**config.mk**
```make
export PLATFORM = sky130hd
export DESIGN_NAME = segmented_step_pulse_sequencer
export DESIGN_NICKNAME = d
export VERILOG_FILES = /design/src/rtl/core/ssps_pkg.sv /design/src/rtl/core/ssps_ram.sv /design/src/rtl/core/ssps_front.sv /design/src/rtl/core/ssps_back.sv /design/src/rtl/core/segmented_step_pulse_sequencer.sv
export SDC_FILE = /design/constraint.sdc
export NUM_CORES = 1
export LEC_CHECK = 0
export ABC_CLOCK_PERIOD_IN_PS = 4520
export BUFFER_PORTS_ARGS = -buffer_cell sky130_fd_sc_hd__buf_2
export CAP_MARGIN = 20
export CORE_UTILIZATION = 25
export DETAILED_ROUTE_END_ITERATION = 10
export SETUP_SLACK_MARGIN = 0.02
export SLEW_MARGIN = 20
export SYNTH_ARGS = -nofsm -noshare
export SYNTH_HDL_FRONTEND = slang
export SYNTH_SLANG_ARGS = --single-unit
```
**constraint.sdc**
```tcl
create_clock -name i_clk -period 4.52 [get_ports i_clk]
set_input_delay 0 -clock i_clk [delete_from_list [all_inputs] [get_ports i_clk]]
set_output_delay 0 -clock i_clk [all_outputs]
set_load 0.01 [all_outputs]
```
**src/rtl/core/ssps_pkg.sv**
```systemverilog
// Package with the types, constants and codes shared by the step pulse sequencer files.
package ssps_pkg;

    localparam int SEGMENTS     = 20;
    localparam int COUNT_WIDTH  = 24;
    localparam int PERIOD_WIDTH = 16;
    localparam int SEG_AW       = (SEGMENTS > 1) ? $clog2(SEGMENTS) : 1;
    localparam int QUEUE_DEPTH  = 2;
    localparam int QPTR_W       = 1;
    localparam int QCNT_W       = 2;

    localparam logic [SEG_AW-1:0] LAST_SEG = SEG_AW'(SEGMENTS - 1);

    typedef enum logic [1:0] {
        KIND_LOAD  = 2'd0,
        KIND_START = 2'd1,
        KIND_TICK  = 2'd2
    } t_kind;

    typedef enum logic [1:0] {
        OP_NOP,
        OP_LOAD,
        OP_START,
        OP_TICK
    } t_op;

    typedef enum logic [2:0] {
        S_IDLE,
        S_EXEC,
        S_START_DATA,
        S_SEG_DATA,
        S_REPORT
    } t_state;

    typedef struct packed {
        logic [1:0]  kind;
        logic [4:0]  entry_index;
        logic [23:0] entry_pulse_mark;
        logic [15:0] entry_period;
        logic [23:0] move_steps;
        logic        move_direction;
        logic        arm_endstop;
        logic        endstop_level;
    } t_in_item;

    typedef struct packed {
        logic        step_out;
        logic        dir_out;
        logic        busy_res;
        logic        reload;
        logic [15:0] timer_period;
        logic        endstop_hit;
        logic        move_done;
        logic        hold_current;
    } t_out_item;

    typedef struct packed {
        t_op                     op;
        logic [SEG_AW-1:0]       index;
        logic [COUNT_WIDTH-1:0]  mark;
        logic [PERIOD_WIDTH-1:0] period;
        logic [COUNT_WIDTH-1:0]  steps;
        logic                    dir;
        logic                    arm;
        logic                    endstop;
    } t_cmd;

    typedef struct packed {
        logic valid;
        t_cmd cmd;
    } t_queue_head;

    typedef struct packed {
        logic [COUNT_WIDTH-1:0]  mark;
        logic [PERIOD_WIDTH-1:0] period;
    } t_seg_entry;

endpackage

```
**src/rtl/core/ssps_ram.sv**
```systemverilog
// Generic single-write, single-read RAM with registered read data.
module ssps_ram #(
    parameter int WIDTH = 8,
    parameter int DEPTH = 16,
    localparam int AW   = (DEPTH > 1) ? $clog2(DEPTH) : 1
) (
    input  logic             i_clk,
    input  logic             i_we,
    input  logic [AW-1:0]    i_waddr,
    input  logic [WIDTH-1:0] i_wdata,
    input  logic [AW-1:0]    i_raddr,
    output logic [WIDTH-1:0] o_rdata
);

    logic [WIDTH-1:0] r_mem [DEPTH];
    logic [WIDTH-1:0] r_rdata;

    always_ff @(posedge i_clk) begin
        if (i_we) begin
            r_mem[i_waddr] <= i_wdata;
        end
        r_rdata <= r_mem[i_raddr];
    end

    assign o_rdata = r_rdata;

endmodule

```
**src/rtl/core/ssps_front.sv**
```systemverilog
// Front end: accepts items, classifies them into commands and queues them for the back end.
module ssps_front import ssps_pkg::*; (
    input  logic        i_clk,
    input  logic        i_rst_n,
    input  logic        start,
    input  t_in_item    i_item,
    input  logic        i_pop,
    output logic        busy,
    output t_queue_head o_head
);

    t_cmd              r_queue [QUEUE_DEPTH];
    logic [QPTR_W-1:0] r_wr_ptr;
    logic [QPTR_W-1:0] r_rd_ptr;
    logic [QCNT_W-1:0] r_count;
    logic [QPTR_W-1:0] n_wr_ptr;
    logic [QPTR_W-1:0] n_rd_ptr;
    logic [QCNT_W-1:0] n_count;
    logic              w_full;
    logic              w_push;
    logic              w_pop;
    t_cmd              w_cmd;

    assign w_full = (r_count == QCNT_W'(QUEUE_DEPTH));
    assign w_push = start && !w_full;
    assign w_pop  = i_pop && (r_count != '0);

    always_comb begin
        w_cmd.op      = OP_NOP;
        w_cmd.index   = SEG_AW'(i_item.entry_index);
        w_cmd.mark    = COUNT_WIDTH'(i_item.entry_pulse_mark);
        w_cmd.period  = PERIOD_WIDTH'(i_item.entry_period);
        w_cmd.steps   = COUNT_WIDTH'(i_item.move_steps);
        w_cmd.dir     = i_item.move_direction;
        w_cmd.arm     = i_item.arm_endstop;
        w_cmd.endstop = i_item.endstop_level;
        case (i_item.kind)
            KIND_LOAD: begin
                if (32'(i_item.entry_index) < 32'(SEGMENTS)) begin
                    w_cmd.op = OP_LOAD;
                end
            end
            KIND_START: w_cmd.op = OP_START;
            KIND_TICK:  w_cmd.op = OP_TICK;
            default:    w_cmd.op = OP_NOP;
        endcase
    end

    always_comb begin
        n_wr_ptr = w_push ? r_wr_ptr + QPTR_W'(1) : r_wr_ptr;
        n_rd_ptr = w_pop ? r_rd_ptr + QPTR_W'(1) : r_rd_ptr;
        n_count  = r_count;
        if (w_push && !w_pop) begin
            n_count = r_count + QCNT_W'(1);
        end else if (w_pop && !w_push) begin
            n_count = r_count - QCNT_W'(1);
        end
    end

    always_ff @(posedge i_clk) begin
        if (!i_rst_n) begin
            r_wr_ptr <= '0;
            r_rd_ptr <= '0;
            r_count  <= '0;
        end else begin
            r_wr_ptr <= n_wr_ptr;
            r_rd_ptr <= n_rd_ptr;
            r_count  <= n_count;
        end
    end

    always_ff @(posedge i_clk) begin
        if (w_push) begin
            r_queue[r_wr_ptr] <= w_cmd;
        end
    end

    assign busy         = w_full;
    assign o_head.valid = (r_count != '0);
    assign o_head.cmd   = r_queue[r_rd_ptr];

endmodule

```
**src/rtl/core/ssps_back.sv**
```systemverilog
// Back end: segment table, move state and the sequencer that carries out each command.
module ssps_back import ssps_pkg::*; (
    input  logic        i_clk,
    input  logic        i_rst_n,
    input  t_queue_head i_head,
    output logic        o_pop,
    output logic        o_strobe,
    output t_out_item   o_result
);

    t_state                  r_state;
    t_state                  n_state;
    t_cmd                    r_cmd;
    t_cmd                    n_cmd;
    logic [COUNT_WIDTH-1:0]  r_counter;
    logic [COUNT_WIDTH-1:0]  n_counter;
    logic [COUNT_WIDTH-1:0]  r_target;
    logic [COUNT_WIDTH-1:0]  n_target;
    logic [SEG_AW-1:0]       r_seg;
    logic [SEG_AW-1:0]       n_seg;
    logic                    r_pin;
    logic                    n_pin;
    logic                    r_moving;
    logic                    n_moving;
    logic                    r_armed;
    logic                    n_armed;
    logic                    r_dir;
    logic                    n_dir;
    logic                    r_reload;
    logic                    n_reload;
    logic [PERIOD_WIDTH-1:0] r_period;
    logic [PERIOD_WIDTH-1:0] n_period;
    logic                    r_hit;
    logic                    n_hit;
    logic                    r_done;
    logic                    n_done;
    logic                    r_adv;
    logic                    n_adv;

    logic                    w_we;
    logic [SEG_AW-1:0]       w_raddr;
    t_seg_entry              w_wdata;
    t_seg_entry              w_rdata;
    logic                    w_mark_hit;

    ssps_ram #(
        .WIDTH ($bits(t_seg_entry)),
        .DEPTH (SEGMENTS)
    ) u_seg_ram (
        .i_clk   (i_clk),
        .i_we    (w_we),
        .i_waddr (r_cmd.index),
        .i_wdata (w_wdata),
        .i_raddr (w_raddr),
        .o_rdata (w_rdata)
    );

    assign w_wdata.mark   = r_cmd.mark;
    assign w_wdata.period = r_cmd.period;
    assign w_mark_hit     = (r_counter == w_rdata.mark);

    // Next state.
    always_comb begin
        n_state = r_state;
        case (r_state)
            S_IDLE: begin
                if (i_head.valid) begin
                    n_state = S_EXEC;
                end
            end
            S_EXEC: begin
                case (r_cmd.op)
                    OP_START: n_state = r_moving ? S_REPORT : S_START_DATA;
                    OP_TICK: begin
                        if (!r_moving || (r_armed && r_cmd.endstop)) begin
                            n_state = S_REPORT;
                        end else begin
                            n_state = S_SEG_DATA;
                        end
                    end
                    default: n_state = S_REPORT;
                endcase
            end
            S_START_DATA: n_state = S_REPORT;
            S_SEG_DATA: begin
                if (!(w_mark_hit && (r_seg != LAST_SEG))) begin
                    n_state = S_REPORT;
                end
            end
            S_REPORT: n_state = S_IDLE;
            default:  n_state = S_IDLE;
        endcase
    end

    // Datapath and control outputs.
    always_comb begin
        n_cmd     = r_cmd;
        n_counter = r_counter;
        n_target  = r_target;
        n_seg     = r_seg;
        n_pin     = r_pin;
        n_moving  = r_moving;
        n_armed   = r_armed;
        n_dir     = r_dir;
        n_reload  = r_reload;
        n_period  = r_period;
        n_hit     = r_hit;
        n_done    = r_done;
        n_adv     = 1'b0;
        w_we      = 1'b0;
        w_raddr   = r_seg;
        o_pop     = 1'b0;
        o_strobe  = 1'b0;
        case (r_state)
            S_IDLE: begin
                if (i_head.valid) begin
                    o_pop    = 1'b1;
                    n_cmd    = i_head.cmd;
                    n_reload = 1'b0;
                    n_period = '0;
                    n_hit    = 1'b0;
                    n_done   = 1'b0;
                end
            end
            S_EXEC: begin
                case (r_cmd.op)
                    OP_LOAD: w_we = 1'b1;
                    OP_START: begin
                        w_raddr = '0;
                        if (!r_moving) begin
                            n_target = r_cmd.steps;
                            n_dir    = r_cmd.dir;
                            n_armed  = r_cmd.arm;
                            n_seg    = '0;
                            n_moving = 1'b1;
                            n_reload = 1'b1;
                        end
                    end
                    OP_TICK: begin
                        if (r_moving && r_armed && r_cmd.endstop) begin
                            n_counter = '0;
                            n_target  = '0;
                            n_moving  = 1'b0;
                            n_pin     = 1'b0;
                            n_hit     = 1'b1;
                            n_done    = 1'b1;
                        end
                    end
                    default: n_cmd = r_cmd;
                endcase
            end
            S_START_DATA: n_period = w_rdata.period;
            S_SEG_DATA: begin
                if (r_adv) begin
                    n_period = w_rdata.period;
                end
                if (w_mark_hit) begin
                    if (r_seg != LAST_SEG) begin
                        n_seg    = r_seg + SEG_AW'(1);
                        w_raddr  = r_seg + SEG_AW'(1);
                        n_reload = 1'b1;
                        n_adv    = 1'b1;
                    end else begin
                        n_counter = '0;
                        n_target  = '0;
                        n_moving  = 1'b0;
                        n_pin     = 1'b0;
                        n_done    = 1'b1;
                        n_reload  = 1'b0;
                        n_period  = '0;
                    end
                end else if (!r_pin) begin
                    n_pin     = 1'b1;
                    n_counter = r_counter + COUNT_WIDTH'(1);
                end else begin
                    n_pin = 1'b0;
                    if (r_counter == r_target) begin
                        n_counter = '0;
                        n_target  = '0;
                        n_moving  = 1'b0;
                        n_done    = 1'b1;
                        n_reload  = 1'b0;
                        n_period  = '0;
                    end
                end
            end
            S_REPORT: o_strobe = 1'b1;
            default:  o_strobe = 1'b0;
        endcase
    end

    always_ff @(posedge i_clk) begin
        if (!i_rst_n) begin
            r_state   <= S_IDLE;
            r_counter <= '0;
            r_target  <= '0;
            r_seg     <= '0;
            r_pin     <= 1'b0;
            r_moving  <= 1'b0;
            r_armed   <= 1'b0;
            r_dir     <= 1'b0;
            r_reload  <= 1'b0;
            r_period  <= '0;
            r_hit     <= 1'b0;
            r_done    <= 1'b0;
            r_adv     <= 1'b0;
        end else begin
            r_state   <= n_state;
            r_counter <= n_counter;
            r_target  <= n_target;
            r_seg     <= n_seg;
            r_pin     <= n_pin;
            r_moving  <= n_moving;
            r_armed   <= n_armed;
            r_dir     <= n_dir;
            r_reload  <= n_reload;
            r_period  <= n_period;
            r_hit     <= n_hit;
            r_done    <= n_done;
            r_adv     <= n_adv;
        end
    end

    always_ff @(posedge i_clk) begin
        r_cmd <= n_cmd;
    end

    assign o_result.step_out     = r_pin;
    assign o_result.dir_out      = r_dir;
    assign o_result.busy_res     = r_moving;
    assign o_result.reload       = r_reload;
    assign o_result.timer_period = 16'(r_period);
    assign o_result.endstop_hit  = r_hit;
    assign o_result.move_done    = r_done;
    assign o_result.hold_current = !r_moving;

endmodule

```
**src/rtl/core/segmented_step_pulse_sequencer.sv**
```systemverilog
// Top level of the segmented step pulse sequencer.
// Each transfer accepted on start (while busy is low) produces exactly one result, shown for a
// single cycle with o_strobe high; the receiver cannot stall, so results must be taken as they
// come. Items wait in a two-entry queue and are executed one at a time by the back-end
// sequencer through the idle, execute and report states; a start with no move running adds
// the start-data state, and a tick during a move that does not abort on the endstop adds the
// segment-data state, held for each segment it advances through, set by the registered read
// of the segment table. busy rises only while the queue is full.
module segmented_step_pulse_sequencer import ssps_pkg::*; (
    input  logic      i_clk,
    input  logic      i_rst_n,
    input  logic      start,
    input  t_in_item  i_item,
    output logic      busy,
    output logic      o_strobe,
    output t_out_item o_result
);

    t_queue_head w_head;
    logic        w_pop;

    ssps_front u_front (
        .i_clk   (i_clk),
        .i_rst_n (i_rst_n),
        .start   (start),
        .i_item  (i_item),
        .i_pop   (w_pop),
        .busy    (busy),
        .o_head  (w_head)
    );

    ssps_back u_back (
        .i_clk    (i_clk),
        .i_rst_n  (i_rst_n),
        .i_head   (w_head),
        .o_pop    (w_pop),
        .o_strobe (o_strobe),
        .o_result (o_result)
    );

endmodule
```
==> impl_metrics.yaml <==
placed_design:
  dpl-instance-area_um2: 47300
  hpwlAfterDp_um: 61900
  port-buffer-count: 101
  post-place-ws_ns: 0.415
  gp_congestion: 0.816
worst_setup_path:
  rr_startpoint: "u_back.r_counter[21]"
  critPathLaunchType: "flop"
  path_cells: "xnor2_1 > nand4_1 > nor4_4 > and4_1 > o21a_4 > nand3_2 > buf_4 > o22ai_1 > nor4_1 > a21oi_1"
  r2r-end: "u_back.u_seg_ram.o_rdata[20]"
  cp_slowest_cell: "nor4_4"
  reg2reg_slack_ns: 0.43
  r2r_cells: 10
  worst_ep_required_time_ns: 5.07
  cp-end-kind: "flop"
  arrival_ns: 4.64
  path_max_fanout: 30
  crit_type: "reg -> reg"
  critPathMaxStageDelay_ns: 0.56
sta:
  setup_viol: 0
  relSlewSlack: 0.304
  skew_ns: 0.0319
  max_clock_freq_mhz: 244
  hold_violations: 0
  rsz0062_at_grt: "no"
  setup_slack_ns: 0.429
  hold_ws_ns: 0.0391
  post-route-period-util: 0.905
  fin_crit_ns: 4.09
  slew_violations: 0
  tightest_slew_ns: 1.04
  fin_tns_setup_ns: 0
power:
  leakage_nw: 18.8
  ir_worst_vdd_uv: 348
  p_per_area_nw_per_um2: 490
route:
  vias: 23700
  routed_wl_um: 111000
  drc: 0
  post_drt_wl_per_cell_um: 20.8
  viasPerCell: 4.46
  ant_nets: 0
  drtIter0Drc: 2143
  first_pass_iters: 5
cts:
  path_clk_slew_ns: 0.06
  htree_levels: 3
  post_cts_buffers: 0
  insertion_delay_ns: 0.72
  cts_made_buffers: 113
  cts_root_buf: "clkbuf_16"
  numClockSinks: 1146
  clockBufferDepth: 3
  cts_tree: "done"
final_layout:
  final_area_um2: 52100
  diodes: 0
  layout.cells.most_common_list: "edfxtp_1 (1022), mux2i_1 (317), nand2_1 (192)"
  nNetsFinal: 2981
  area_growth_pct: 19.6
  final_common_cell: "edfxtp_1"
  drive_above_1_share: 0.153
synth:
  syn_nets: 2721
  yosys.cell_types.count: 62
  syn_area_per_cell_um2: 16.5
  synth_edf_count: 1022
  synth_area_um2: 43500
  postSynth.asyncResetShare: 0
  ys_seq_area_frac: 0.762
  synth_flop_cell: "edfxtp_1"
  syn_inst: 2640
  synth-seq-cells: 1146
  ys.warnings.count: 0
floorplan:
  core_area_um2: 172000
  io_pins: 102
  die_x_um: 419
  dieArea_um2: 176000
  fp-row-count: 152
  die_h_um: 419
  start_util: 0.253
global_routing:
  grt_pass1_wl_um: 161000
  grtUsageTotal: 0.123
  grt_overflow: 0
  antenna_found_initial: 1
  grt_pass1_vias: 23600
  grt_max_degree: 82
hold_path:
  hold_path_end: "u_front.r_queue[0][32]"
  holdPathStages: 2
  min_from: "i_item[32]"
  hp-class: "in -> reg"
flow_run:
  drv_cap: 0
outcome:
  status: "finished clean"
## sequential cells by signal (all words and copies together) (netlist names)
name and cells:
u_back.r_moving 1, u_back.u_seg_ram.r_mem 800, u_front.r_count 2, u_back.r_cmd 74, u_back.r_pin 1, u_back.r_seg 5, u_back.u_seg_ram.o_rdata 40, u_back.r_dir 1
u_back.r_target 24, u_front.r_queue 148, u_back.r_armed 1, u_back.r_reload 1, u_back.r_done 1, u_back.r_adv 1, u_front.r_wr_ptr 1, u_back.r_counter 24
u_back.r_period 16, u_front.r_rd_ptr 1, u_back.r_state 3, u_back.r_hit 1
## worst max-delay path: cells and delay by family, from the launching register on
| kind | cells | cell delay (ns) |
|---|---|---|
| AO/OA/AOI/OAI | 3 | 1.05 |
| buffers and inverters | 1 | 0.43 |
| AND/OR/NAND/NOR | 5 | 1.78 |
| flip-flops | 1 | 0.46 |
| XOR/XNOR | 1 | 0.19 |
## logic make-up after synthesis
| group | count (synthesis) | synth area share |
|---|---|---|
| flops | 1146 | 0.762 |
| simple gates | 519 | 0.0587 |
| mux | 393 | 0.0926 |
| compound gates | 351 | 0.0503 |
| buf+inv | 161 | 0.0214 |
| xor+xnor | 66 | 0.0135 |
| fa+ha+maj | 4 | 0.00115 |
## per-stage QoR
step	std cells	total power [mW]	utilization
after global placement	4988	16.2	0.274
final	5307	25.5	0.302
after global routing	5307	26.3	0.302
after CTS	5307	25.7	0.302
after floorplan	2640	15.2	-
after detailed placement	4988	16.3	0.274
## layer usage
layer / vias up / part of all wire / global-route usage
met5: - / 0.00012 / 0
met4: 2 / 0.020 / 0.0311
met3: 154 / 0.053 / 0.0180
met2: 700 / 0.50 / 0.213
met1: 12100 / 0.43 / 0.161
li1: 10800 / - / -
## cells in the mapped netlist (all sizes together) (41+ instances only)
cell / count / share of area
edfxtp: 1022 / 0.71
mux2i: 317 / 0.073
nand2: 192 / 0.017
o22ai: 157 / 0.023
dfxtp: 124 / 0.057
nand3: 101 / 0.012
a21oi: 97 / 0.011
buf: 90 / 0.015
mux2: 76 / 0.020
nor2: 55 / 0.0047
clkbuf: 54 / 0.0047
nor2b: 51 / 0.0073
nor4: 46 / 0.0070
a22oi: 41 / 0.0071
## repair_timing
| action | in CTS | in global routing |
|---|---|---|
| hold endpoints to repair | 221 | 0 |
| resized for setup | 0 | 0 |
| hold buffers | 107 | 0 |
## power breakdown
group | leakage [nW] | total [mW] | internal [mW] | switching, mW
Sequential | 10.3 | 14.7 | 13.5 | 1.25
Clock | 1.78 | 9.34 | 5.29 | 4.05
Combinational | 6.77 | 1.43 | 0.533 | 0.901
Total | 18.8 | 25.5 | 19.3 | 6.20
## cell type report
class	instances	area, µm²
Clock buffer	154	3020
Timing Repair Buffer	289	2620
Sequential cell	1146	33200
Tap cell	2310	2890
Clock inverter	58	671
Fill cell	17000	120000
Multi-Input combinational cell	1333	9610
Inverter	17	66.3
## worst max path at each step
| stage | startpoint | to | slack [ns] | depth (start not counted) |
|---|---|---|---|---|
| 4_1_cts | u_back.r_counter[21] | u_back.u_seg_ram.o_rdata[20] | 0.41 | 10 |
| 3_3_place_gp | u_back.r_counter[21] | u_back.u_seg_ram.o_rdata[20] | 0.53 | 10 |
| 2_1_floorplan | u_back.r_state[1] | u_back.u_seg_ram.r_mem[8][0] | 0.02 | 5 |
| 5_1_grt | u_back.r_seg[0] | u_back.u_seg_ram.o_rdata[26] | 0.20 | 12 |
| 3_5_place_dp | u_back.r_counter[21] | u_back.u_seg_ram.o_rdata[20] | 0.42 | 10 |
| 6_report | u_back.r_counter[21] | u_back.u_seg_ram.o_rdata[20] | 0.43 | 10 |
Note: power is estimated with default switching activity, not from simulation.
